## src/rtl/owf_ram.sv

```systemverilog
// ----------------------------------------------------------------------------
// owf_ram
// Generic simple dual-port RAM, one write and one registered read port.
// ----------------------------------------------------------------------------
module owf_ram #(
  parameter int WIDTH = 8,
  parameter int DEPTH = 16
) (
  input  logic                     clk,
  input  logic                     we,
  input  logic [$clog2(DEPTH)-1:0] waddr,
  input  logic [WIDTH-1:0]         wdata,
  input  logic                     re,
  input  logic [$clog2(DEPTH)-1:0] raddr,
  output logic [WIDTH-1:0]         rdata
);

  logic [WIDTH-1:0] mem [DEPTH];

  always_ff @(posedge clk) begin
    if (we) begin
      mem[waddr] <= wdata;
    end
    if (re) begin
      rdata <= mem[raddr];
    end
  end

endmodule

```

## config.mk

```make
export PLATFORM = sky130hd
export DESIGN_NAME = owf_ram
export DESIGN_NICKNAME = d
export VERILOG_FILES = /design/src/rtl/owf_ram.sv
export SDC_FILE = /design/constraint.sdc
export NUM_CORES = 1
export LEC_CHECK = 0
export BUFFER_PORTS_ARGS = -buffer_cell sky130_fd_sc_hd__buf_2
export CORE_MARGIN = 2
export CORE_UTILIZATION = 54
export DETAILED_ROUTE_END_ITERATION = 8
export PLACE_DENSITY = 0.71
export SYNTH_ARGS = -nofsm -noshare
export SYNTH_HDL_FRONTEND = slang
export SYNTH_SLANG_ARGS = --single-unit
```

## constraint.sdc

```tcl
create_clock -name clk -period 1.6 [get_ports clk]
set_input_delay 0.08 -clock clk [delete_from_list [all_inputs] [get_ports clk]]
set_output_delay 0.08 -clock clk [all_outputs]
set_load 0.01 [all_outputs]
```

# Word level (Yosys, flattened, before mapping)
# Memory sizes are Yosys's and may differ from the RTL's. A register that Yosys moved wholly into a read port is not among the register bits.
# Index checks and enable logic that the tools add are counted.
[classes]
add_sub_neg = 0
multipliers = 0
div_mod_pow = 0
magnitude_cmp = 0
eq_ne = 0
shifts = 0
muxes = 2
bitwise = 0
reduce_logical = 0
[ops]
columns = ["operator", "count"]
rows = [
  ["1-bit 2-to-1 mux", 2],
]
[word_totals]
regBits = 0
latch_bits = 0
mem_bits_rw = 128
rom_bits = 0
inputBits = 19
out_inout_bits = 8
word_cells = 3
mem_count = 1
[mem_list]
columns = ["memory", "words", "width", "rd", "rd_clocked_by_memory_dff", "wr", "line", "text"]
rows = [
  ["mem", 16, 8, 1, 1, 1, "18", "logic [WIDTH-1:0] mem [DEPTH];"],
]

# Logic depth before layout (Yosys ltp)
# Gate-level depths: netlist of run 1.
[logic_depth]
ltp_word = 2
depth_mapped = 5
ltp_nobuf = 3

# Worst setup path before layout of run 1
# OpenSTA, ideal clock, no wires.
[synth_timing]
path_kind = "input to register"
from = "input port waddr[2]"
to = "memory mem[0][0], enable pin"
setup_time_ps = 383
arrival_time_ps = 1190
required_ps = 1217
path_slack_ps = 27
path_stages = 2
n_path_buf = 0
cell_sequence = "or3b_2 > nor3_1"
[synth_lines]
columns = ["item", "line", "text"]
rows = [
  ["start, declared", "11", "input logic [$clog2(DEPTH)-1:0] waddr,"],
  ["end, declared", "18", ""],
]
# Straight into the memory's write port.

==> results of run 1 <==
==> layout make-up <==
cell class | instances | area share, %
clock inverter | 14 | 3.10
clock buffer | 18 | 6.55
timing repair buffer | 59 | 7.25
multi-input combinational | 83 | 16.6
sequential | 136 | 64.0
tap | 129 | 2.53
==> stage by stage <==
step | utilization, % | total power, mW | TNS, ns | instances | setup slack [ns]
final | 68.4 | 8.44 | 0 | 439 | 0.115
after global routing | 68.4 | 8.64 | 0 | 439 | 0.0406
after CTS | 68.4 | 8.47 | 0 | 439 | 0.0798
after detailed placement | 60.8 | 4.50 | -0.0811 | 398 | -0.0524
after global placement | 60.8 | 4.49 | -0.0887 | 398 | -0.0603
after floorplan | - | 4.31 | 0 | 229 | 0.0271
==> power by group through the flow <==
| stage | combinational (mW) | clock, mW | sequential (mW) |
|---|---|---|---|
| CTS | 0.405 | 4.02 | 4.04 |
| finish | 0.402 | 4.00 | 4.04 |
| floorplan | 0.203 | 0 | 4.11 |
| global placement | 0.381 | 0 | 4.11 |
| detailed placement | 0.387 | 0 | 4.11 |
| global route | 0.434 | 4.16 | 4.04 |
==> metal layers <==
| layer | share of wire [%] | wire [um] |
|---|---|---|
| met1 | 42 | 4210 |
| met2 | 50 | 5010 |
| met3 | 6.0 | 603 |
| met4 | 1.9 | 195 |
| met5 | 0 | 0 |
==> cells by family (layout without fill, tap and decap cells) <==
logic type | after synthesis | count (layout) | share of synthesized area (%)
AOI/OAI and AO/OA | 16 | 16 | 2.30
buffers and inverters | 10 | 91 | 1.65
DFF | 136 | 136 | 78.1
muxes | 32 | 32 | 14.8
and+or+nand+nor | 35 | 35 | 3.14
==> state kept, by name, indices dropped and copies added (netlist names) <==
signal,count
mem,128
rdata,8
==> tightest hold or removal path: cells and delay by family <==
family	cells	cell delay [ns]
simple gates	1	0.06
buf+inv	2	0.31
==> cells in the mapped netlist, drive strengths merged <==
library cell / instances
edfxtp: 136
nor2: 13
nand3b: 2
and2: 1
nor3: 4
a22oi: 16
clkdlybuf4s25: 3
or3b: 1
and2b: 1
nand3: 1
nor2b: 1
nand2b: 2
nand2: 9
mux4: 32
buf: 7
==> final timing paths <==
| kind | cells past startpoint | slack [ns] | end |
|---|---|---|---|
| worst min-delay path | 3 | 0.11 | mem[0][2]$_DFFE_PP_ |
| worst max register to register | 3 | 0.11 | rdata[2]$_DFFE_PP_ |
| worst min register to register | 3 | 0.75 | rdata[7]$_DFFE_PP_ |
| worst max-delay path | 3 | 0.11 | rdata[2]$_DFFE_PP_ |
==> run metrics, run 1 <==
run status finished clean; DR vias/cell 5.84; fmax 0.673 GHz; Slew HR 72.6%; setup violators final 0; die area 0.0105 sq mm; Core Region 0.00933 sq mm; cell-by-cell trace of the critical path mux4_1 > a22oi_1 > nand2_1; Flop pwr share 47.9%; CP peak stage delay 0.50 ns; PwrDens 1320 mW/mm^2; Area Overhead vs Synth 22.1%; Psw 1.69 mW; Final Cell Area 0.00638 sq mm; Comb power frac 4.8%; GP Congestion 0.754; Avg WL per Cell 22.8 um; post-cts sizing count 0; clock-pin slew on the worst setup and hold paths 0.06 ns; syn_area_per_cell 22.8 sq um; CTS Buf Count 17; NumNets Final 316; die width 102 um; most frequent cells in the layout 136 x edfxtp_1, 26 x buf_2, 19 x buf_4, 18 x mux4_2; slowest cell on the critical path mux4_1; CTS H-tree lvls 4; WP data arrival 1.76 ns; met3 Resource Use GR 5.61%; Clk network pwr share 47.4%; # fillers 576; met1 usage 30.1%; WP data required 1.87 ns; die height 102 um; Buffers on Ports 26; Ports 27; synthesized flop and latch total 136; startpoint of the most critical hold path waddr[0]; n_diodes 0; total grt overflow 0; antenna violations before repair 0; Leak 2.18 nW; # rows 35; Int Power 6.75 mW; wirelength, routed 10.0 mm; RSZ-0062 raised after global routing no; library cells used by synthesis 18; Iteration-0 DRC Markers 232; Hold Crit Class in -> reg; Ys Warns 0; DRC 0; CTS max path bufs 2; startpoint types register; worst setup path startpoint mem[1][2]$_DFFE_PP_; Setup CP Type reg -> reg; routed vias 2562; Mapped Area 0.00523 sq mm; multi-input logic area 0.00106 sq mm; post-DP HPWL 6.14 mm; CP Buf/Inv Count 0; Tcrit/Tclk final 92.8%; Post-CTS Hold Fix Bufs 9; max-cap viol count 0; Worst-Skew Late Latency 0.53 ns; cell family with most CP delay multiplexers; Critical Path Fanout Max 1; post-CTS setup buffer count 0; M2 GR Usage 32.9%; vias in the first global route 2553; largest net degree at the start of global routing 21; share of cells above drive strength 1 31.9%; share of the synthesized area in the top cell type 78.1%; CTS root buf clkbuf_8; Detail Route Antenna Nets 0; Post-Syn Instances 229; commonest non-fill, non-tap cell in the layout edfxtp_1; GRT Util Overall 21.4%; Synth area leader edfxtp_1; Syn Nets 248; sequential-to-total area share from yosys stat 78.1%; first-pass GRT wire length 15.0 mm; register area 0.00408 sq mm; initial core utilization 56.0%; min cycle time layout 1.49 ns; worst slew pin tran 0.410 ns; placed inst area 0.00568 sq mm; endpoints failing hold 0; Sw Share 20.1%; drt first pass iters 6; TritonCTS clock tree built; Pins Over Slew Limit 0; Peak VDD IR 0.000783 V; CTS Sinks 136; Crit Reg-Reg Startpoint mem[1][2]$_DFFE_PP_; busiest grt layer met2; synth top area cells edfxtp_1 78%, mux4_2 7.8%, mux4_1 7.0%; Post-Route Hold Slack 0.112 ns; CP Capture Type register; Max Clock Skew 0.00690 ns
No activity file was read; power rests on OpenSTA's default activity.
==> run 2: changes to the inputs <==
RECOVER_POWER = 25   (was default)
SLEW_MARGIN = 25   (was default)
==> run metrics, run 2 (same netlist as run 1, synthesis figures left out) <==
WP data required 1.87 ns (about the same); Worst-Skew Late Latency 0.53 ns (about the same); initial core utilization 56.0% (unchanged); Detail Route Antenna Nets 0 (unchanged); GRT Util Overall 21.4% (unchanged); n_diodes 0 (unchanged); Ports 27 (unchanged); Critical Path Fanout Max 1 (unchanged); endpoints failing hold 0 (unchanged); max-cap viol count 0 (unchanged); CTS Buf Count 17 (unchanged); Core Region 0.00933 sq mm (unchanged); antenna violations before repair 0 (unchanged); Setup CP Type reg -> reg (unchanged); Pins Over Slew Limit 0 (unchanged); Leak 2.14 nW (was 2.18 nW); crit path setup slack, layout 0.113 ns (was 0.115 ns); first-pass GRT wire length 15.0 mm (unchanged); reg2reg setup slack 0.11 ns (about the same); Crit Reg-Reg Startpoint mem[1][2]$_DFFE_PP_ (unchanged); Avg WL per Cell 22.7 um (was 22.8 um); met1 wire length 4.28 mm (was 4.21 mm); Reg2Reg Capture Point rdata[2]$_DFFE_PP_ (unchanged); min cycle time layout 1.49 ns (about the same); # rows 35 (unchanged); die width 102 um (unchanged); CTS root buf clkbuf_8 (unchanged); startpoint types register (unchanged); CTS max path bufs 2 (unchanged); TritonCTS clock tree built (unchanged); Peak VDD IR 0.000787 V (was 0.000783 V); Most flops, register mem (unchanged); die height 102 um (unchanged); total grt overflow 0 (unchanged); most frequent cells in the layout 136 x edfxtp_1, 23 x buf_2, 18 x mux4_2, 16 x a22oi_1, 16 x clkbuf_16 (was 136 x edfxtp_1, 26 x buf_2, 19 x buf_4, 18 x mux4_2); Iteration-0 DRC Markers 242 (was 232); largest net degree at the start of global routing 21 (unchanged); WP data arrival 1.76 ns (about the same); top routing layer used met4 (unchanged); CTS Sinks 136 (unchanged); DRC 0 (unchanged); setup violators final 0 (unchanged); NumNets Final 316 (unchanged); Final Cell Area 0.00635 sq mm (was 0.00638 sq mm); fmax 0.672 GHz (was 0.673 GHz); Fin Setup TNS 0 ns (unchanged); Non-Filler Instances 439 (unchanged); max reg flops 128 (unchanged); Hold Path End mem[0][2]$_DFFE_PP_ (unchanged); Max Clock Skew 0.00691 ns (was 0.00690 ns); worst slew pin tran 0.696 ns (was 0.410 ns); pre-CTS WS -0.0524 ns (unchanged); vias in the first global route 2553 (unchanged); routed vias 2542 (was 2562); Top Registers mem x128, rdata x8 (unchanged); commonest non-fill, non-tap cell in the layout edfxtp_1 (unchanged); startpoint of the most critical hold path waddr[0] (unchanged); clock-pin slew on the worst setup and hold paths 0.06 ns (about the same); CP Capture Type register (unchanged); die area 0.0105 sq mm (unchanged); Overall Power 8.44 mW (about the same); share of cells above drive strength 1 28.4% (was 31.9%); run status finished clean (unchanged); post-CTS setup buffer count 0 (unchanged); PwrDens 1330 mW/mm^2 (was 1320 mW/mm^2); WL met2 4.96 mm (was 5.01 mm); wirelength, routed 9.98 mm (was 10.0 mm); post-DP HPWL 6.14 mm (unchanged); Buffers on Ports 26 (unchanged); CTS H-tree lvls 4 (unchanged); Hold Path Depth 3 (unchanged); GP Congestion 0.754 (unchanged); Tcrit/Tclk final 93.0% (was 92.8%); worst reg2reg path depth 3 (unchanged); placed insts 398 (unchanged); drt first pass iters 4 (was 6); WL met3 541 um (was 603 um); DR vias/cell 5.79 (was 5.84); placed inst area 0.00568 sq mm (unchanged); Hold Crit Class in -> reg (unchanged); Post-Route Hold Slack 0.107 ns (was 0.112 ns); RSZ-0062 raised after global routing no (unchanged); Slew HR 53.6% (was 72.6%); Area Overhead vs Synth 21.4% (was 22.1%); final core occ 68.0% (was 68.4%)
[run 2: repair_timing]
| item | 4_1_cts | 5_1_grt |
|---|---|---|
| endpoints found under the hold margin | 136 | 0 |
| resized for setup | 0 | 0 |
| hold buffers | 9 | 0 |
[run 2: how the worst max path moves through the flow]
stage                   startpoint                   to  slack, ns
6_report       mem[1][2]$_DFFE_PP_   rdata[2]$_DFFE_PP_       0.11
2_1_floorplan             waddr[2]  mem[0][0]$_DFFE_PP_       0.03
4_1_cts        mem[1][2]$_DFFE_PP_   rdata[2]$_DFFE_PP_       0.08
5_1_grt        mem[1][5]$_DFFE_PP_   rdata[5]$_DFFE_PP_       0.04
3_5_place_dp              raddr[0]   rdata[7]$_DFFE_PP_      -0.05
3_3_place_gp              raddr[0]   rdata[7]$_DFFE_PP_      -0.06
[run 2: critical path, stage by stage (launching register included)]
cell      delay, ns
edfxtp_1       0.37
mux4_1         0.50
a22oi_1        0.28
nand2_1        0.09
[run 2: cell type report]
class | count | area, sq um
well taps | 129 | 161
repair buffers | 59 | 429
fillers | 588 | 2980
clock buffers | 18 | 418
multi-input cells | 83 | 1060
flip-flops and latches | 136 | 4080
clock inverters | 14 | 198
[run 2: power by group]
group	internal [mW]	leakage [nW]	switching, mW
combinational	0.185	0.617	0.213
clock	2.54	0.286	1.46
sequential	4.02	1.24	0.0239
total	6.74	2.14	1.70
[run 2: per-layer routing]
metal	up-vias	GRT usage (%)
li1	1118	-
met1	1326	30.1
met2	79	32.9
met3	19	5.61
met4	0	8.00
met5	-	0
