$ cat config.mk
export PLATFORM = sky130hd
export DESIGN_NAME = owf_queue
export DESIGN_NICKNAME = d
export VERILOG_FILES = /design/src/rtl/owf_pkg.sv /design/src/rtl/owf_queue.sv
export SDC_FILE = /design/constraint.sdc
export NUM_CORES = 1
export LEC_CHECK = 0
export BUFFER_PORTS_ARGS = -buffer_cell sky130_fd_sc_hd__buf_2
export CELL_PAD_IN_SITES_DETAIL_PLACEMENT = 1
export CELL_PAD_IN_SITES_GLOBAL_PLACEMENT = 1
export CORE_MARGIN = 2
export CORE_UTILIZATION = 34
export DETAILED_ROUTE_END_ITERATION = 12
export PLACE_DENSITY_LB_ADDON = 0.12
export SETUP_SLACK_MARGIN = 0.5
export SYNTH_ARGS = -nofsm -noshare
export SYNTH_HDL_FRONTEND = slang
export SYNTH_SLANG_ARGS = --single-unit
$ cat constraint.sdc
create_clock -name clk -period 4.01 [get_ports clk]
set_input_delay 0 -clock clk [delete_from_list [all_inputs] [get_ports clk]]
set_output_delay 0 -clock clk [all_outputs]
set_load 0.005 [all_outputs]
$ cat src/rtl/owf_pkg.sv
// ----------------------------------------------------------------------------
// owf_pkg
// Shared types and constants for the overlapping window framer.
// ----------------------------------------------------------------------------
package owf_pkg;

  localparam int WINDOW_MAX   = 64;
  localparam int MAX_CHANNELS = 4;
  localparam int WORD_BITS    = 32;
  localparam int IN_WORDS     = 4;

  localparam int PTR_W      = $clog2(WINDOW_MAX);
  localparam int CNT_W      = PTR_W + 1;
  localparam int SAMPLE_W   = IN_WORDS * WORD_BITS;
  localparam int CFG_IDX_W  = 2;
  localparam int CFG_DATA_W = 7;
  localparam int NCH_W      = 3;

  localparam logic [CFG_IDX_W-1:0] REG_WINDOW_LEN = 2'd0;
  localparam logic [CFG_IDX_W-1:0] REG_HOP        = 2'd1;
  localparam logic [CFG_IDX_W-1:0] REG_CHANNELS   = 2'd2;

  localparam logic [CFG_DATA_W-1:0] WINDOW_LEN_RST = 7'd64;
  localparam logic [CFG_DATA_W-1:0] HOP_RST        = 7'd32;
  localparam logic [NCH_W-1:0]      CHANNELS_RST   = 3'd1;

  // one window to read out: start slot and length
  typedef struct packed {
    logic [PTR_W-1:0] base;
    logic [CNT_W-1:0] len;
  } cmd_t;

  typedef struct packed {
    logic [1:0] count;
    cmd_t       e0;
    cmd_t       e1;
  } q_status_t;

  typedef struct packed {
    logic                en;
    logic [PTR_W-1:0]    addr;
    logic [SAMPLE_W-1:0] data;
  } ram_wr_t;

  typedef struct packed {
    logic [SAMPLE_W-1:0] data;
    logic [PTR_W-1:0]    pos;
    logic                last;
  } beat_t;

endpackage

$ cat src/rtl/owf_queue.sv
// ----------------------------------------------------------------------------
// owf_queue
// Two-entry queue of pending windows between front and back.
// ----------------------------------------------------------------------------
module owf_queue import owf_pkg::*; (
  input  logic      clk,
  input  logic      rst,
  input  logic      push,
  input  cmd_t      cmd,
  input  logic      pop,
  output q_status_t stat
);

  logic [1:0] count;
  cmd_t       e0;
  cmd_t       e1;

  assign stat.count = count;
  assign stat.e0    = e0;
  assign stat.e1    = e1;

  always_ff @(posedge clk) begin
    if (rst) begin
      count <= '0;
    end else begin
      count <= count + 2'(push) - 2'(pop);
    end
  end

  always_ff @(posedge clk) begin
    if (pop) begin
      e0 <= (push && (count == 2'd1)) ? cmd : e1;
      if (push) begin
        e1 <= cmd;
      end
    end else if (push) begin
      if (count == 2'd0) begin
        e0 <= cmd;
      end else begin
        e1 <= cmd;
      end
    end
  end

endmodule

Word level (Yosys, flattened, before mapping)
Index checks and enable logic that the tools add are counted.

cells by class
  add/sub/neg operators = 2
  equality and inequality tests = 2
  mux-type cells = 8
  reduce and logical (&&, ||, !) cells = 6

operators by type and width
  cell                                                              count
  13-bit 2-to-1 mux                                                 8
  2-bit AND reduction                                               2
  2-bit nonzero test                                                2
  2-bit by 1-bit adder with 2-bit output                            1
  2-bit by 1-bit == test with 1-bit output (second input constant)  1
  2-bit zero test                                                   1
  2-bit inequality test (second input constant)                     1
  2-bit by 1-bit subtractor with 2-bit output                       1
  1-bit logical AND                                                 1

word-level totals
  bits in registers = 28
  output and inout port bits = 28
  word-level logic and storage cells = 23

Logic depth before layout (Yosys ltp)
Gate-level depths: netlist of the first run.

  depth after elaboration = 4
  gate-level depth with buffers = 8
  depth with buffers taken out = 6

Least setup slack after synthesis of the first run
No wires, ideal clock.

  kind = flip-flop to flip-flop
  start point = register count[0]
  end point = register count[1]
  library setup time = 110 ps
  data arrival time = 1654 ps
  setup slack = 2246 ps
  stages on the path, launching flop included = 9
  path buffers = 2
  cell sequence = dfxtp_1 > buf_2 > clkbuf_1 > inv_1 > ha_1 > inv_1 > ha_1 > xnor3_1 > nor2_1

on the way
  longest elaborated chain between the ends = 2

ends and longest elaborated chain
  element                                      line             source
  from (decl)                                  owf_queue.sv:14  logic [1:0] count;
  from (signal assigned)                       owf_queue.sv:26  count <= count + 2'(push) - 2'(pop);
  2-bit by 1-bit adder with 2-bit output       owf_queue.sv:26
  2-bit by 1-bit subtractor with 2-bit output  owf_queue.sv:26

Every way passes these cells.
A chain may end at the register's enable or synchronous reset.

Worst setup path after layout of the first run
Same ends and word-level chain as after synthesis.

==> flow_summary.json, run 1 <==
{
  "status": "complete, no violations",
  "core_area_um2": 3740,
  "die_width_um": 67.1,
  "clk_pin_slew_ns": 0.10,
  "die-area_um2": 4500,
  "postCtsSetupBuffers": 0,
  "layout.cells.most_common_list": "sky130_fd_sc_hd__buf_2 (44), sky130_fd_sc_hd__edfxtp_1 (26), sky130_fd_sc_hd__dlygate4sd3_1 (14)",
  "postRouteWirelength_um": 3160,
  "core.rowCount": 22,
  "drt_pre_antenna_iters": 4,
  "pd_cells_nw_per_um2": 401,
  "first_global_vias": 1037,
  "rrSetupSlack_ns": 2.18,
  "area_growth_syn_to_layout_pct": 31.1,
  "floorplan.io_pins": 45,
  "worstPathRequired_ns": 4.24,
  "htree_num_levels": 1,
  "yosys.cell_types.count": 19,
  "worst_setup_path_end_kind": "register",
  "routed_wire_length_per_instance_um": 15.7,
  "yosys_warnings": 0,
  "final_layout_size_suffix_gt1_frac": 0.379,
  "cts_max_path_buffers": 2,
  "grt_start_max_net_pins": 30,
  "ctsRootBufferMaster": "sky130_fd_sc_hd__clkbuf_8",
  "hold-worst-slack_ns": 0.306,
  "global_route_wire_length_before_repair_um": 5140,
  "clkSinkCount": 28,
  "p_leak_nw": 0.719,
  "timing.final.setup_violations": 0,
  "postSynthAreaPerCell_um2": 13.7,
  "achievable-frequency_mhz": 545,
  "instances_no_fill": 201,
  "synth.cell_area_um2": 1350,
  "post_cts_resized": 0,
  "fp.dieH_um": 67.1,
  "worst-endpoint-arrival_ns": 2.06,
  "finalCritPeriodShare": 0.457,
  "grt_antenna_before_repair": 0,
  "remaining_drc_errors": 0,
  "cts_tree": "built",
  "detailed_place_hpwl_um": 1990,
  "worstRegToRegCells": 6,
  "grt_util_all_layers": 0.157,
  "seq_area_frac_synth": 0.606,
  "hold_depth": 3,
  "utilization": 0.474,
  "ctsHoldBuffers": 14,
  "hold_vio_cnt_final": 0,
  "grtUsageMet2": 0.261,
  "layout.cells.most_common": "sky130_fd_sc_hd__buf_2",
  "place_congestion": 0.701,
  "gr-usage-met3": 0.0287,
  "syn_nets": 118,
  "critical_path.startpoint_type": "register",
  "register_bit_count_reported_by_yosys": 28,
  "netlist_instances": 99,
  "cts_inserted_buffers": 3,
  "unrepaired_setup_endpoints_after_global_routing": "false",
  "nFillCells": 431,
  "slew_hr": 0.576,
  "drtIter0Drc": 28,
  "clock_skew_ns": 0.00491,
  "gr-max-usage-layer": "met2",
  "number_of_nets_still_failing_antenna_checks_after_routing": 0,
  "min-delay-path-class": "in2reg",
  "antennaDiodeCount": 0,
  "final_nets": 173,
  "clock_latency_ns": 0.28,
  "critical_path_class": "reg2reg",
  "ir_worst_vdd_v": 0.000221,
  "placedCellCount": 183,
  "setup_tns_ns": 0,
  "use_met1": 0.203,
  "finalCriticalPeriod_ns": 1.83,
  "port_buffers": 44,
  "postLayoutCellArea_um2": 1780,
  "placement.cell_area_um2": 1590,
  "vias_per_cell": 4.94,
  "route.vias.total": 993,
  "remaining_global_route_overflow": 0,
  "max_cap_violations": 0,
  "starting_density": 0.362,
  "timing.critical_path.fanout_max": 18,
  "timing_max_transition_violations_final": 0,
  "worst-slew-pin-transition_ns": 0.637
}
[per-stage QoR]
step           total power [W]  setup slack (ns)
4_1_cts               0.000722              2.15
3_5_place_dp          0.000553              2.16
5_1_grt               0.000755              2.00
3_3_place_gp          0.000547              2.26
6_report              0.000712              2.18
2_1_floorplan         0.000488              2.25
[worst max-delay path, cell delays in order (launching register included)]
cell and delay [ns]:
sky130_fd_sc_hd__dfxtp_1 0.74, sky130_fd_sc_hd__inv_1 0.11, sky130_fd_sc_hd__ha_1 0.29, sky130_fd_sc_hd__inv_1 0.06
sky130_fd_sc_hd__ha_1 0.13, sky130_fd_sc_hd__xnor3_1 0.37, sky130_fd_sc_hd__nor2_1 0.08
[worst paths after layout]
kind / endpoint / start
hold reg to reg: stat[22] / stat[9]
hold / removal: stat[13] / push
setup / recovery: count[1] / count[0]
setup reg to reg: count[1] / count[0]
[state kept, by name (all words and copies together) (netlist names)]
name and cells:
count 2, stat 26
[power by group]
part	internal (W)	total, W	switching, W
logic	0.0000835	0.000154	0.0000702
registers	0.000368	0.000398	0.0000304
clock network	0.0000690	0.000160	0.0000911
[layer usage]
metal	part of all wire	vias to the layer above
li1	-	482
met1	0.45	478
met2	0.50	28
met3	0.040	5
met4	0.013	0
met5	0	-
[cells by family (layout without fill, tap and decap cells)]
logic type                 Yosys count  in the layout  share of synthesized area
and+or+nand+nor                     43             43                      0.200
DFF                                 28             28                      0.606
buffers and inverters               10             64                     0.0379
adders and majority gates            2              2                     0.0185
xor gates and xnor gates             1              1                     0.0166
AOI/OAI and AO/OA                   15             15                      0.121
[synth_stat cells]
master,number,share of area
sky130_fd_sc_hd__o211ai_2,10,0.092
sky130_fd_sc_hd__inv_1,2,0.0055
sky130_fd_sc_hd__nand4b_1,13,0.084
sky130_fd_sc_hd__clkbuf_1,4,0.011
sky130_fd_sc_hd__nor2b_1,1,0.0046
sky130_fd_sc_hd__buf_4,1,0.0055
sky130_fd_sc_hd__nand2_1,13,0.036
sky130_fd_sc_hd__o31a_1,1,0.0065
sky130_fd_sc_hd__buf_2,2,0.0074
sky130_fd_sc_hd__xnor3_1,1,0.017
sky130_fd_sc_hd__nor2_1,2,0.0055
sky130_fd_sc_hd__nand2b_1,13,0.060
sky130_fd_sc_hd__and3b_4,1,0.0092
sky130_fd_sc_hd__a21o_1,1,0.0055
sky130_fd_sc_hd__dfxtp_1,2,0.030
sky130_fd_sc_hd__buf_6,1,0.0083
sky130_fd_sc_hd__o211ai_1,3,0.017
sky130_fd_sc_hd__edfxtp_1,26,0.58
sky130_fd_sc_hd__ha_1,2,0.018
[cell type report]
class	count	area (µm²)	share of cell area
inverter	2	7.51	0.00423
sequential	28	821	0.462
multi-input combinational	61	482	0.271
timing repair buffer	58	360	0.203
tap	48	60.1	0.0338
clock inverter	1	3.75	0.00211
clock buffer	3	41.3	0.0233
Power figures use the tool's default switching activity.
==> inputs of run 2 (changes only) <==
--- a/config.mk
+++ b/config.mk
@@ -5,11 +5,12 @@
 export SDC_FILE = /design/constraint.sdc
 export NUM_CORES = 1
 export LEC_CHECK = 0
+export ABC_AREA = 1
 export BUFFER_PORTS_ARGS = -buffer_cell sky130_fd_sc_hd__buf_2
 export CELL_PAD_IN_SITES_DETAIL_PLACEMENT = 1
 export CELL_PAD_IN_SITES_GLOBAL_PLACEMENT = 1
 export CORE_MARGIN = 2
-export CORE_UTILIZATION = 34
+export CORE_UTILIZATION = 32
 export DETAILED_ROUTE_END_ITERATION = 12
 export PLACE_DENSITY_LB_ADDON = 0.12
 export SETUP_SLACK_MARGIN = 0.5
==> constraint.sdc (replaced) <==
create_clock -name clk -period 1.48 [get_ports clk]
set_input_delay 0 -clock clk [delete_from_list [all_inputs] [get_ports clk]]
set_output_delay 0 -clock clk [all_outputs]
set_load 0.005 [all_outputs]
==> flow_summary.json, run 2 <==
{
  "clock_skew_ns": 0.00966,
  "max_cap_violations": 0,
  "synth.area.mux_share": 0,
  "layout.cells.most_common_list": "sky130_fd_sc_hd__buf_2 (44), sky130_fd_sc_hd__nand2_1 (29), sky130_fd_sc_hd__edfxtp_1 (26), sky130_fd_sc_hd__dlygate4sd3_1 (14), sky130_fd_sc_hd__nand3_1 (11)",
  "synth_xor_area_frac": 0,
  "port_buffers": 44,
  "final_layout_size_suffix_gt1_frac": 0.459,
  "number_of_nets_still_failing_antenna_checks_after_routing": 0,
  "cts_inserted_buffers": 3,
  "worst_setup_path_end_kind": "register",
  "pd_cells_nw_per_um2": 1010,
  "layout.cells.most_common": "sky130_fd_sc_hd__buf_2",
  "netlist_top_cells_area": "sky130_fd_sc_hd__edfxtp_1 (69%), sky130_fd_sc_hd__nand2_1 (10%), sky130_fd_sc_hd__nand3_1 (6.2%)",
  "die_width_um": 63.3,
  "achievable-frequency_mhz": 836,
  "synth.cell_area_um2": 1130,
  "cp_slowest_stage_delay_ns": 0.41,
  "clkSinkCount": 28,
  "netlist_instances": 93,
  "area_growth_syn_to_layout_pct": 52.8,
  "global_route_wire_length_before_repair_um": 4450,
  "synth_top_family_by_area": "simple AND/OR/NAND/NOR gates",
  "grt_antenna_before_repair": 0,
  "post_synth_and_or_nand_nor_area_fraction": 0.190,
  "drtIter0Drc": 38,
  "total_power_w": 0.00173,
  "synth_top_area_frac": 0.693,
  "status": "complete, no violations",
  "remaining_global_route_overflow": 0,
  "register_bit_count_reported_by_yosys": 28,
  "reg2reg_from": "count[0]",
  "core_area_um2": 3360,
  "finalCritPeriodShare": 0.808,
  "final_nets": 178,
  "worst-endpoint-arrival_ns": 1.30,
  "die-area_um2": 4010,
  "fp.dieH_um": 63.3,
  "postSynth.asyncResetShare": 0,
  "cts_max_path_buffers": 2,
  "library_cell_contributing_the_largest_single_delay_on_the_critical_path": "sky130_fd_sc_hd__dfxtp_4",
  "worstRegToRegCells": 5,
  "core.rowCount": 21,
  "synthAdderAreaFrac": 0.0222,
  "critical_path_class": "reg2reg",
  "synth_area_leader_cell": "sky130_fd_sc_hd__edfxtp_1",
  "synth_compound_area_frac": 0.0111,
  "starting_density": 0.335,
  "slew_hr": 0.710,
  "cts_tree": "built",
  "yosys.cell_types.count": 15,
  "timing_max_transition_violations_final": 0,
  "worstPathRequired_ns": 1.58,
  "ir_worst_vdd_v": 0.000439,
  "worst-slew-pin-transition_ns": 0.434,
  "synth_top_flop_cell": "sky130_fd_sc_hd__edfxtp_1",
  "remaining_drc_errors": 0,
  "largest_register_ff_count": 26,
  "post_synth_most_frequent_cells": "sky130_fd_sc_hd__nand2_1 (31), sky130_fd_sc_hd__edfxtp_1 (26), sky130_fd_sc_hd__nand3_1 (14), sky130_fd_sc_hd__inv_1 (7), sky130_fd_sc_hd__nor2_1 (3)",
  "route.vias.total": 918,
  "timing.final.setup_violations": 0,
  "place_congestion": 0.722,
  "critical_path.startpoint_type": "register",
  "grt_util_all_layers": 0.144,
  "worstPathCellList": "buf_6 -> nand3_4 -> clkbuf_16 -> nand3_1 -> nand2_1",
  "synthMostInstantiatedCell": "sky130_fd_sc_hd__nand2_1",
  "syn_nets": 112,
  "timing.critical_path.from": "count[0]",
  "floorplan.io_pins": 45,
  "setup_tns_ns": 0,
  "unrepaired_setup_endpoints_after_global_routing": "true",
  "hold_depth": 4,
  "clock_latency_ns": 0.32,
  "detailed_place_hpwl_um": 1880,
  "routed_wire_length_per_instance_um": 13.8,
  "hold_vio_cnt_final": 0,
  "vias_per_cell": 4.52,
  "timing.critical_path.fanout_max": 6,
  "p_leak_nw": 0.776,
  "nFillCells": 392,
  "drt_pre_antenna_iters": 4,
  "grt_start_max_net_pins": 17,
  "postRouteWirelength_um": 2800,
  "clk_pin_slew_ns": 0.15,
  "finalCriticalPeriod_ns": 1.20,
  "first_global_vias": 931,
  "worst_hold_startpoint": "push",
  "yosys_warnings": 0,
  "min-delay-path-class": "in2reg",
  "seq_area_frac_synth": 0.729,
  "htree_num_levels": 1,
  "postSynthAreaPerCell_um2": 12.1,
  "synth_edf_count": 26,
  "antennaDiodeCount": 0,
  "ctsRootBufferMaster": "sky130_fd_sc_hd__clkbuf_4"
}
-- run 2: cell count changes after synthesis, moves of 3 or more --
cell                       previous run  this run
sky130_fd_sc_hd__nand4b_1            13         0
sky130_fd_sc_hd__inv_1                2         7
sky130_fd_sc_hd__clkbuf_1             4         0
sky130_fd_sc_hd__o211ai_2            10         0
sky130_fd_sc_hd__nand2b_1            13         0
sky130_fd_sc_hd__nand3_1              0        14
sky130_fd_sc_hd__nand2_1             13        31
sky130_fd_sc_hd__o211ai_1             3         0
-- run 2: cells by family (layout without fill, tap and decap cells) --
logic type,count (synthesis),count (layout)
and+or+nand+nor,50,51
DFF,28,28
buffers and inverters,11,74
adders and majority gates,2,2
AOI/OAI and AO/OA,2,2
-- run 2: worst paths after layout --
kind | end | slack (ns)
setup / recovery | stat[25] | 0.28
hold / removal | count[0] | 0.11
setup reg to reg | stat[25] | 0.28
hold reg to reg | stat[16] | 0.60
-- run 2: what timing repair did --
item,CTS,global route
pin swaps,4,6
gates resized for setup,9,11
cloned,1,1
endpoints found under the hold margin,28,0
setup endpoints to repair,41,41
hold buffers,14,0
buffers inserted,1,0
-- run 2: cell type report --
class	count	area (µm²)	share of cell area
sequential	28	825	0.479
timing repair buffer	63	427	0.248
multi-input combinational	55	354	0.206
tap	46	57.6	0.0335
inverter	8	35.0	0.0204
clock buffer	3	22.5	0.0131
-- run 2: critical path, delay by kind of cell (launching register included) --
kind | cells | cell delay [ns]
buffers and inverters | 2 | 0.30
and+or+nand+nor | 3 | 0.27
DFF | 1 | 0.41
-- run 2: power breakdown --
group	switching, W	total [W]	internal, W
logic	0.000214	0.000411	0.000196
registers	0.0000408	0.00102	0.000974
clock network	0.000213	0.000308	0.0000953
-- run 2: stage by stage --
stage | utilization | cells | instance area, µm² | hold slack [ns] | setup slack, ns
finish | 0.512 | 203 | 1720 | 0.113 | 0.284
global route | 0.512 | 203 | 1720 | 0.122 | 0.231
CTS | 0.490 | 202 | 1650 | 0.109 | 0.318
detailed placement | 0.426 | 183 | 1430 | 0.175 | 0.282
global placement | 0.426 | 183 | 1430 | 0.170 | 0.304
floorplan | - | 93 | 1160 | 0.0638 | 0.343
-- run 2: layer usage --
layer,track usage,vias to the layer above,share of wire
met3,0.0232,4,0.038
met2,0.245,26,0.50
li1,-,450,-
met1,0.187,438,0.45
met5,0,-,0
met4,0.0489,0,0.0096
