**config.mk**
```make
export PLATFORM = sky130hd
export DESIGN_NAME = owf_front
export DESIGN_NICKNAME = d
export VERILOG_FILES = /design/src/rtl/owf_pkg.sv /design/src/rtl/owf_front.sv
export SDC_FILE = /design/constraint.sdc
export NUM_CORES = 1
export LEC_CHECK = 0
export BUFFER_PORTS_ARGS = -buffer_cell sky130_fd_sc_hd__buf_2
export CORE_AREA = 8 8 117 119
export DETAILED_ROUTE_END_ITERATION = 8
export DIE_AREA = 0 0 125 127
export PLACE_DENSITY_LB_ADDON = 0.1
export SETUP_SLACK_MARGIN = 0.02
export SLEW_MARGIN = 20
export SYNTH_ARGS = -nofsm -noshare
export SYNTH_HDL_FRONTEND = slang
export SYNTH_SLANG_ARGS = --single-unit
export TNS_END_PERCENT = 1
```
**constraint.sdc**
```tcl
create_clock -name clk -period 6.85 [get_ports clk]
set_input_delay 0.685 -clock clk [delete_from_list [all_inputs] [get_ports clk]]
set_output_delay 0.685 -clock clk [all_outputs]
set_load 0.005 [all_outputs]
```
**src/rtl/owf_pkg.sv**
```systemverilog
// ----------------------------------------------------------------------------
// owf_pkg
// Shared types and constants for the overlapping window framer.
// ----------------------------------------------------------------------------
package owf_pkg;

  localparam int WINDOW_MAX   = 64;
  localparam int MAX_CHANNELS = 4;
  localparam int WORD_BITS    = 32;
  localparam int IN_WORDS     = 4;

  localparam int PTR_W      = $clog2(WINDOW_MAX);
  localparam int CNT_W      = PTR_W + 1;
  localparam int SAMPLE_W   = IN_WORDS * WORD_BITS;
  localparam int CFG_IDX_W  = 2;
  localparam int CFG_DATA_W = 7;
  localparam int NCH_W      = 3;

  localparam logic [CFG_IDX_W-1:0] REG_WINDOW_LEN = 2'd0;
  localparam logic [CFG_IDX_W-1:0] REG_HOP        = 2'd1;
  localparam logic [CFG_IDX_W-1:0] REG_CHANNELS   = 2'd2;

  localparam logic [CFG_DATA_W-1:0] WINDOW_LEN_RST = 7'd64;
  localparam logic [CFG_DATA_W-1:0] HOP_RST        = 7'd32;
  localparam logic [NCH_W-1:0]      CHANNELS_RST   = 3'd1;

  // one window to read out: start slot and length
  typedef struct packed {
    logic [PTR_W-1:0] base;
    logic [CNT_W-1:0] len;
  } cmd_t;

  typedef struct packed {
    logic [1:0] count;
    cmd_t       e0;
    cmd_t       e1;
  } q_status_t;

  typedef struct packed {
    logic                en;
    logic [PTR_W-1:0]    addr;
    logic [SAMPLE_W-1:0] data;
  } ram_wr_t;

  typedef struct packed {
    logic [SAMPLE_W-1:0] data;
    logic [PTR_W-1:0]    pos;
    logic                last;
  } beat_t;

endpackage

```
**src/rtl/owf_front.sv**
```systemverilog
// ----------------------------------------------------------------------------
// owf_front
// Config registers, sample accept, ring bookkeeping and window detection.
// ----------------------------------------------------------------------------
module owf_front import owf_pkg::*; (
  input  logic                  clk,
  input  logic                  rst,
  input  logic                  cfg_valid,
  output logic                  cfg_ready,
  input  logic [CFG_IDX_W-1:0]  cfg_index,
  input  logic [CFG_DATA_W-1:0] cfg_data,
  input  logic                  in_valid,
  output logic                  in_stall,
  input  logic [WORD_BITS-1:0]  ch0_in,
  input  logic [WORD_BITS-1:0]  ch1_in,
  input  logic [WORD_BITS-1:0]  ch2_in,
  input  logic [WORD_BITS-1:0]  ch3_in,
  input  q_status_t             q_stat,
  output logic                  q_push,
  output cmd_t                  q_cmd,
  output ram_wr_t               ram_wr
);

  logic [CFG_DATA_W-1:0] window_len;
  logic [CFG_DATA_W-1:0] hop;
  logic [NCH_W-1:0]      channels;
  logic [PTR_W-1:0]      head;
  logic [CNT_W-1:0]      fill;
  logic [PTR_W-1:0]      head_next;
  logic [CNT_W-1:0]      fill_next;

  logic                  accept;
  logic [PTR_W-1:0]      head_a;
  logic [CNT_W-1:0]      fill_a;
  logic [CNT_W-1:0]      fill_b;
  logic [CNT_W-1:0]      win;
  logic [NCH_W-1:0]      nch;
  logic [PTR_W-1:0]      wslot;
  logic [PTR_W-1:0]      diff0;
  logic [PTR_W-1:0]      diff1;
  logic                  hit;
  logic                  done;

  assign cfg_ready = 1'b1;

  always_ff @(posedge clk) begin
    if (rst) begin
      window_len <= WINDOW_LEN_RST;
      hop        <= HOP_RST;
      channels   <= CHANNELS_RST;
    end else if (cfg_valid) begin
      unique case (cfg_index)
        REG_WINDOW_LEN: window_len <= cfg_data;
        REG_HOP:        hop        <= cfg_data;
        REG_CHANNELS:   channels   <= cfg_data[NCH_W-1:0];
        default: ;
      endcase
    end
  end

  always_comb begin
    if (fill == CNT_W'(WINDOW_MAX)) begin
      head_a = head + PTR_W'(1);
      fill_a = CNT_W'(WINDOW_MAX - 1);
    end else begin
      head_a = head;
      fill_a = fill;
    end
    fill_b = fill_a + CNT_W'(1);
    wslot  = head_a + fill_a[PTR_W-1:0];

    if (window_len == '0) begin
      win = CNT_W'(1);
    end else if (window_len > CFG_DATA_W'(WINDOW_MAX)) begin
      win = CNT_W'(WINDOW_MAX);
    end else begin
      win = window_len;
    end

    if (channels == '0) begin
      nch = NCH_W'(1);
    end else if (channels > NCH_W'(MAX_CHANNELS)) begin
      nch = NCH_W'(MAX_CHANNELS);
    end else begin
      nch = channels;
    end

    // stall while the write slot lies in a window not yet read out or two windows are queued
    diff0 = wslot - q_stat.e0.base;
    diff1 = wslot - q_stat.e1.base;
    hit   = ((q_stat.count != 2'd0) && ({1'b0, diff0} < q_stat.e0.len)) ||
            ((q_stat.count == 2'd2) && ({1'b0, diff1} < q_stat.e1.len));

    in_stall = hit || (q_stat.count == 2'd2);
    accept   = in_valid && !in_stall;
    done     = fill_b >= win;

    ram_wr.en   = accept;
    ram_wr.addr = wslot;
    ram_wr.data = {(nch > NCH_W'(3)) ? ch3_in : {WORD_BITS{1'b0}},
                   (nch > NCH_W'(2)) ? ch2_in : {WORD_BITS{1'b0}},
                   (nch > NCH_W'(1)) ? ch1_in : {WORD_BITS{1'b0}},
                   ch0_in};

    q_push     = accept && done;
    q_cmd.base = head_a;
    q_cmd.len  = win;

    head_next = head;
    fill_next = fill;
    if (accept) begin
      if (!done) begin
        head_next = head_a;
        fill_next = fill_b;
      end else if ((hop != '0) && (hop <= fill_b)) begin
        head_next = head_a + hop[PTR_W-1:0];
        fill_next = fill_b - hop;
      end else begin
        head_next = '0;
        fill_next = '0;
      end
    end
  end

  always_ff @(posedge clk) begin
    if (rst) begin
      head <= '0;
      fill <= '0;
    end else begin
      head <= head_next;
      fill <= fill_next;
    end
  end

endmodule

```
[Yosys cells after proc, flatten, opt, wreduce, memory -nomap -nowiden]
Cells that the tools add are included.
Operators by class
  multiplexer cells: 13
  equality and inequality tests: 4
  order comparisons: 9
  add/subtract/negate cells: 7
  reductions and logical operators: 16
Operator list (number)
  $mux 32: 3
  $mux 7: 5
  $mux 6: 3
  $lt 6x7->1: 2
  $add 6x6->6: 2
  $sub 6x6->6: 2
  $add 7x1->7 const B: 1
  $eq 7x7->1 const B: 1
  $ge 7x7->1: 1
  $gt 7x7->1 const B: 1
  $le 7x7->1: 1
  $logic_not 7->1: 1
  $reduce_bool 7->1: 1
  $sub 7x7->7: 1
  $add 6x1->6 const B: 1
  $gt 3x2->1 const B: 2
  $mux 3: 2
  $reduce_and 2->1: 3
  $logic_and 1x1->1: 5
  $eq 2x2->1 const B: 2
  $gt 3x1->1 const B: 1
  $gt 3x3->1 const B: 1
  $logic_not 3->1: 1
  $eq 2x1->1 const B: 1
  4 further kinds: 5
Word-level totals
  register bits after elaboration: 30
  word-level logic and storage cells: 54
  input port bits: 169
  output and inout bits: 151

[Longest topological paths before layout]
Gate-level depths: netlist of run 1.
  depth in word-level cells: 11
  mapped depth: 25
  depth with buffers taken out: 21

[Worst setup path before layout of run 1]
Ideal clock, no wire load.
  path type: register to output
  start: register fill[2]
  end: output port q_push
  cell stages (with the launch flop): 25
  arrival time: 4.650 ns
  setup slack: 1.515 ns
  data required time: 6.165 ns
  cell sequence: dfxtp_1 > buf_2 > nor4_4 > and2_2 > buf_4 > nand2_1 > xnor2_1 > ha_1 > a31o_2 > a41oi_1 > o31ai_1 > xor2_1 > ha_1 > o211ai_1 > nand3b_1 > a21oi_1 > xnor2_1 > xnor2_1 > ha_1 > nand3_1 > a21oi_1 > a31o_2 > clkbuf_1 > clkbuf_1 > and2_1
RTL lines
  start, declared: line owf_front.sv:28  | logic [CNT_W-1:0] fill;
  start signal, assigned: line owf_front.sv:131  | fill <= fill_next;
  end, declared: line owf_front.sv:19  | output logic q_push,

[Worst setup path after layout of run 1]
  start: register fill[1]
  end: output port q_push
Between the ends
  longest elaborated chain between the ends: 11
  elaborated cells between the ends (all ways): 17
  those cells by class: 4 x add/sub; 3 x order compare; 1 x eq/ne; 2 x mux; 7 x reduce/logical
Ends and longest elaborated chain
  $eq 7x7->1: line owf_front.sv:62  | if (fill == CNT_W'(WINDOW_MAX)) begin
  $mux 6 or $mux 7 (tied branches): line owf_front.sv:62
  $add 6x6->6: line owf_front.sv:70  | wslot = head_a + fill_a[PTR_W-1:0];
  $sub 6x6->6, on equally long branches: line owf_front.sv:89, owf_front.sv:90
  $lt 6x7->1, on equally long branches: line owf_front.sv:91, owf_front.sv:92
  $logic_and 1x1->1, on equally long branches: line owf_front.sv:91, owf_front.sv:92
  $logic_or 1x1->1: line owf_front.sv:91  | hit = ((q_stat.count != 2'd0) && ({1'b0, diff0} < q_stat.e0.len)) ||
  $logic_or 1x1->1: line owf_front.sv:94  | in_stall = hit || (q_stat.count == 2'd2);
  $logic_not 1->1: line owf_front.sv:95  | accept = in_valid && !in_stall;
  $logic_and 1x1->1: line owf_front.sv:95
  $logic_and 1x1->1 (*): line owf_front.sv:105  | q_push = accept && done;
Every way passes the cells marked *; elsewhere a longest branch is shown, timed or not.

==> results of run 1 <==
==> worst paths after layout <==
kind,from,endpoint,slack [ns]
worst max-delay path,fill[1],q_push,1.05
worst min-delay path,window_len[0],window_len[0],0.53
worst max register to register,fill[1],head[1],1.68
worst min register to register,window_len[0],window_len[0],0.53
==> metal layers <==
metal / vias up / share of wire
met5: - / 0
met1: 1898 / 0.40
met3: 20 / 0.068
li1: 2074 / -
met2: 145 / 0.52
met4: 0 / 0.013
==> cell usage in the layout (no fill, tap or decap), types with 4 or more instances in the layout <==
cell type / n
nor2_1: 44
nor2b_1: 71
xnor2_1: 16
a21o_1: 7
nand2b_1: 4
nor4_1: 4
a311oi_1: 12
o21a_1: 4
xor2_1: 6
nand2_1: 30
ha_1: 36
or2_2: 5
clkbuf_16: 5
dfxtp_1: 29
and2_1: 33
a21oi_1: 19
mux2i_1: 14
o21ai_0: 10
inv_1: 36
nand3_1: 10
nand3b_1: 7
buf_2: 241
==> per-stage QoR <==
stage	util	std cells	setup WS, ns	power [uW]	hold slack [ns]
2_1_floorplan	-	516	1.52	1480	0.436
3_3_place_gp	0.415	845	1.40	1840	0.474
3_5_place_dp	0.415	845	1.40	1870	0.491
4_1_cts	0.430	853	1.08	2130	0.505
5_1_grt	0.431	853	0.629	2360	0.560
6_report	0.431	853	1.05	2110	0.528
==> worst min-delay path, delay by kind of cell (launching register included) <==
family / cells / cell delay [ns]
flops: 1 / 0.35
mux: 1 / 0.08
simple gates: 1 / 0.07
==> cells by family after synthesis <==
family	Yosys count	share of synthesized area
compound gates	79	0.147
flops	30	0.155
buf+inv	98	0.134
xor+xnor	23	0.0540
fa+ha+maj	39	0.132
other cells	1	0.000968
simple gates	229	0.332
mux	17	0.0449
==> cell type report <==
type / count / area share
inverters: 37 / 0.0273
clock buffers: 8 / 0.0327
flip-flops and latches: 30 / 0.118
well taps: 147 / 0.0362
repair buffers: 243 / 0.240
multi-input cells: 388 / 0.545
==> power groups by stage <==
stage	Clock, uW	Combinational [uW]	Sequential (uW)
2_1_floorplan	0	1230	252
6_report	242	1570	302
4_1_cts	246	1580	302
3_3_place_gp	0	1540	302
3_5_place_dp	0	1570	306
5_1_grt	255	1800	312
==> registers in the layout, indices dropped and copies added (netlist names) <==
name,flops
channels,3
fill,7
head,6
hop,7
window_len,7
==> flow_metrics.py, run 1 <==
metrics = {
    "critical_path": {
        "critPathBufInv": 1,
        "cp_max_fo": 12,
        "cp-end-kind": "primary output",
        "reg2reg_depth": 22,
        "cpMaxStageDelayCell": "dfxtp_1",
        "critical_path_arrival_ns": 5.11,
        "critPathMaxStageDelay_ns": 0.42,
        "cp.depth": 21,
        "start_kind": "flop",
        "crit_path_cell_trace": "nor4_4, and2_2, nand2_1, xnor2_1, ha_1, a31o_2, a41oi_1, o31ai_1, xor2_1, ha_1, o211ai_1, nand3b_1, a21oi_1, xnor2_1, xnor2_1, ha_1, a21oi_1, o21ai_0, a31o_2, and2_1, buf_2",
        "path_class": "reg -> out",
        "cp_data_required_time_ns": 6.16,
        "cp_top_family": "compound AO/OA/AOI/OAI gates",
    },
    "power_and_ir_drop": {
        "power_density_mw_per_mm2": 415,
        "seq_power_share": 0.143,
        "clkPwrFrac": 0.115,
        "switching_share": 0.483,
        "p_int_uw": 1090,
        "combPwrFrac": 0.742,
        "switchingPower_uw": 1020,
        "ir_drop_mv": 0.142,
        "leakage_uw": 0.00277,
    },
    "die": {
        "num_rows": 40,
        "dieHeight_um": 127,
        "core_area_mm2": 0.0118,
        "io_pins": 320,
        "start_util": 0.328,
        "die_x_um": 125,
        "dieArea_mm2": 0.0159,
    },
    "clocking": {
        "clockBufferDepth": 2,
        "cts.repair.resized": 0,
        "cts_sinks": 30,
        "cts_max_level": 2,
        "cts.clk_slew.worst_paths_ns": 0.05,
        "cts_setup_buffers": 0,
        "cts-buffers-inserted": 5,
        "cts_tree": "done",
        "ctsHoldBuffers": 0,
        "insertion_delay_ns": 0.28,
        "clockRootBuffer": "clkbuf_16",
    },
    "synthesis": {
        "netlist_area_mm2": 0.00387,
        "synth_edf_count": 0,
        "synthCells": 516,
        "synth_ff_type": "dfxtp_1",
        "synth_cell_types": 59,
        "synthTopCellsByCount": "nor2b_1 (71), nor2_1 (45), ha_1 (36), inv_1 (36), buf_4 (35)",
        "ys_seq_area_frac": 0.155,
        "yosysTopAreaCell": "dfxtp_1",
        "postSynth.asyncResetShare": 0,
        "synth_fp_nets": 724,
        "synth_seq_cells": 30,
        "ys_warn_count": 0,
        "yosysMostFrequentCell": "nor2b_1",
        "synth.avg_cell_area_um2": 7.50,
        "synth_area_leaders": "dfxtp_1 (16%), ha_1 (12%), nor2b_1 (11%)",
        "yosysTopAreaCellShare": 0.155,
    },
    "place": {
        "routabilityCongestion": 0.948,
        "port_buffers": 241,
        "dp_hpwl_um": 13400,
        "placed_cell_area_mm2": 0.00491,
    },
    "layout": {
        "multi_input_area_mm2": 0.00278,
        "n_antenna_cell": 0,
        "regArea_um2": 602,
        "area_delta_synth_final_pct": 31.4,
        "fillCellCount": 1228,
        "fin_nets": 913,
        "design_area_mm2": 0.00509,
        "drive_gt1_frac": 0.388,
    },
    "sta": {
        "rsz0062_at_grt": "no",
        "setup_viol": 0,
        "hold_viol": 0,
        "timing.max_slew.rel_slack": 0.516,
        "finalCritPeriodShare": 0.846,
        "tns_ns": 0,
        "fin_crit_ns": 5.80,
        "fmax_mhz": 173,
        "finClkSkew_ns": 0.00558,
        "tightest_slew_ns": 0.724,
        "slew_violations": 0,
    },
    "routing": {
        "viasPerCell": 4.85,
        "wl_per_cell_um": 18.1,
        "ant_nets": 0,
        "drc": 0,
        "firstDrtPassIters": 4,
        "vias": 4137,
        "drt_wl_total_um": 15400,
        "drtIter0Drc": 176,
    },
    "min_path": {
        "hold_path_class": "reg -> reg",
        "whs_path_depth": 2,
    },
    "global_routing": {
        "met1_usage": 0.202,
        "grt_pass1_wl_um": 23700,
        "antenna_found_initial": 0,
        "gr-total-overflow": 0,
        "grt_util_met3": 0.0537,
        "grt_pass1_vias": 4247,
        "grt_use_met2": 0.345,
        "grt-busiest-layer": "met2",
        "grt.total_usage": 0.184,
        "grt_start_max_net_pins": 36,
    },
    "flow_run": {
        "drv_cap": 0,
    },
    "status": {
        "status": "finished clean",
    },
}
(Power assumes the default switching activity.)
==> run 2: changes to the inputs <==
==> constraint.sdc (replaced) <==
create_clock -name clk -period 5.8 [get_ports clk]
set_input_delay 0.58 -clock clk [delete_from_list [all_inputs] [get_ports clk]]
set_output_delay 0.58 -clock clk [all_outputs]
set_load 0.005 [all_outputs]
==> flow_metrics.py, run 2 (same netlist as run 1, synthesis figures left out) <==
metrics = {
    "layout": {
        "fin_nets": 927,
        "layout_commonest_cell": "buf_2",
        "n_antenna_cell": 0,
        "area_delta_synth_final_pct": 35.1,
        "largestRegisters": "fill x7, hop x7, window_len x7",
        "utilization": 0.443,
        "layout_common_cells": "buf_2 (241), nor2b_1 (71), nor2_1 (44), inv_1 (36), ha_1 (36)",
        "drive_gt1_frac": 0.401,
    },
    "power_and_ir_drop": {
        "leakage_uw": 0.00286,
        "p_int_uw": 1430,
        "switching_share": 0.465,
        "combPwrFrac": 0.738,
        "ir_drop_mv": 0.176,
        "power_density_mw_per_mm2": 509,
        "switchingPower_uw": 1240,
        "seq_power_share": 0.130,
        "clkPwrFrac": 0.132,
    },
    "global_routing": {
        "gr-total-overflow": 0,
        "grt.total_usage": 0.184,
        "grt_pass1_vias": 4151,
        "grt_start_max_net_pins": 36,
        "antenna_found_initial": 0,
        "grt_pass1_wl_um": 23500,
    },
    "critical_path": {
        "cp_data_required_time_ns": 5.22,
        "cp-end-kind": "primary output",
        "reg2reg_slack_ns": 0.83,
        "start_kind": "flop",
        "path_class": "reg -> out",
        "cp_max_fo": 10,
        "reg2reg_depth": 22,
        "critical_path_arrival_ns": 4.81,
        "r2r_start": "fill[2]",
        "rr_endpoint": "fill[2]",
    },
    "status": {
        "status": "finished clean",
    },
    "die": {
        "dieHeight_um": 127,
        "start_util": 0.328,
        "io_pins": 320,
        "dieArea_mm2": 0.0159,
        "core_area_mm2": 0.0118,
        "die_x_um": 125,
        "num_rows": 40,
    },
    "place": {
        "port_buffers": 241,
        "routabilityCongestion": 0.953,
        "dp_hpwl_um": 13600,
    },
    "sta": {
        "hold_viol": 0,
        "finalCritPeriodShare": 0.930,
        "fin_crit_ns": 5.39,
        "setup_viol": 0,
        "fmax_mhz": 185,
        "timing.max_slew.rel_slack": 0.570,
        "finClkSkew_ns": 0.00625,
        "rsz0062_at_grt": "no",
        "slew_violations": 0,
        "tightest_slew_ns": 0.644,
        "tns_ns": 0,
    },
    "routing": {
        "firstDrtPassIters": 4,
        "viasPerCell": 4.82,
        "vias": 4181,
        "drt_wl_total_um": 15600,
        "drtIter0Drc": 128,
        "drc": 0,
        "wl_per_cell_um": 18.0,
        "ant_nets": 0,
    },
    "clocking": {
        "insertion_delay_ns": 0.28,
        "cts_tree": "done",
        "cts-buffers-inserted": 5,
        "cts.clk_slew.worst_paths_ns": 0.05,
        "cts_sinks": 30,
        "cts_max_level": 2,
        "clockRootBuffer": "clkbuf_16",
        "clockBufferDepth": 2,
    },
    "min_path": {
        "hold_path_end": "channels[0]",
        "worstHoldStart": "channels[0]",
        "hold_path_class": "reg -> reg",
        "whs_path_depth": 1,
    },
    "flow_run": {
        "drv_cap": 0,
    },
}
-- run 2: per-layer routing --
| metal | wire length, um | vias to the layer above | track usage | share of wire |
|---|---|---|---|---|
| met5 | 0 | - | 0 | 0 |
| met3 | 1170 | 20 | 0.0582 | 0.075 |
| met4 | 213 | 0 | 0.0372 | 0.014 |
| met2 | 8170 | 148 | 0.348 | 0.52 |
| li1 | - | 2110 | - | - |
| met1 | 6070 | 1903 | 0.195 | 0.39 |
-- run 2: metrics by stage --
step	area [um2]	power (uW)	hold WS (ns)	setup slack (ns)	instances
global placement	4960	2220	0.475	0.418	852
global route	5230	2950	0.514	0.0442	867
floorplan	3870	1750	0.436	0.570	516
finish	5230	2660	0.487	0.406	867
CTS	5160	2630	0.492	0.0910	860
detailed placement	4960	2270	0.479	0.349	852
-- run 2: area by class of cell --
class	instances	area, um2
Clock buffer	6	139
Clock inverter	2	60.1
Fill cell	1213	6580
Inverter	37	139
Multi-Input combinational cell	388	2780
Sequential cell	30	603
Tap cell	147	184
Timing Repair Buffer	257	1330
-- run 2: critical path, cell delays in order (launching register included) --
cell      delay (ns)
dfxtp_2         0.37
nor4_4          0.33
and2_4          0.23
nand2_1         0.11
xnor2_2         0.18
ha_1            0.36
a31o_2          0.26
a41oi_1         0.25
o31ai_1         0.14
xor2_1          0.23
ha_1            0.30
o211ai_1        0.11
nand3b_1        0.10
a21oi_1         0.19
xnor2_1         0.15
xnor2_1         0.15
ha_1            0.26
a21oi_1         0.17
o21ai_0         0.11
a31o_2          0.26
and2_1          0.14
buf_2           0.12
-- run 2: worst max path at each step --
stage                     depth (start not counted)     from      to  slack (ns)
final                                            21  fill[2]  q_push        0.41
after global routing                             21  fill[2]  q_push        0.04
after CTS                                        21  fill[1]  q_push        0.09
after detailed placement                         21  fill[1]  q_push        0.35
after global placement                           21  fill[1]  q_push        0.42
after floorplan                                  24  fill[2]  q_push        0.57
-- run 2: power by group through the flow --
stage / clock, uW / combinational [uW] / sequential (uW)
6_report: 352 / 1960 / 346
5_1_grt: 366 / 2230 / 356
4_1_cts: 357 / 1930 / 340
3_5_place_dp: 0 / 1920 / 344
3_3_place_gp: 0 / 1880 / 342
2_1_floorplan: 0 / 1450 / 298
-- run 2: what timing repair did --
| action | CTS | global route |
|---|---|---|
| setup endpoints to repair | 1 | 3 |
| cloned | 0 | 0 |
| pin swaps | 0 | 2 |
| gates resized for setup | 1 | 3 |
| hold buffers | 0 | 0 |
| buffers inserted | 0 | 7 |
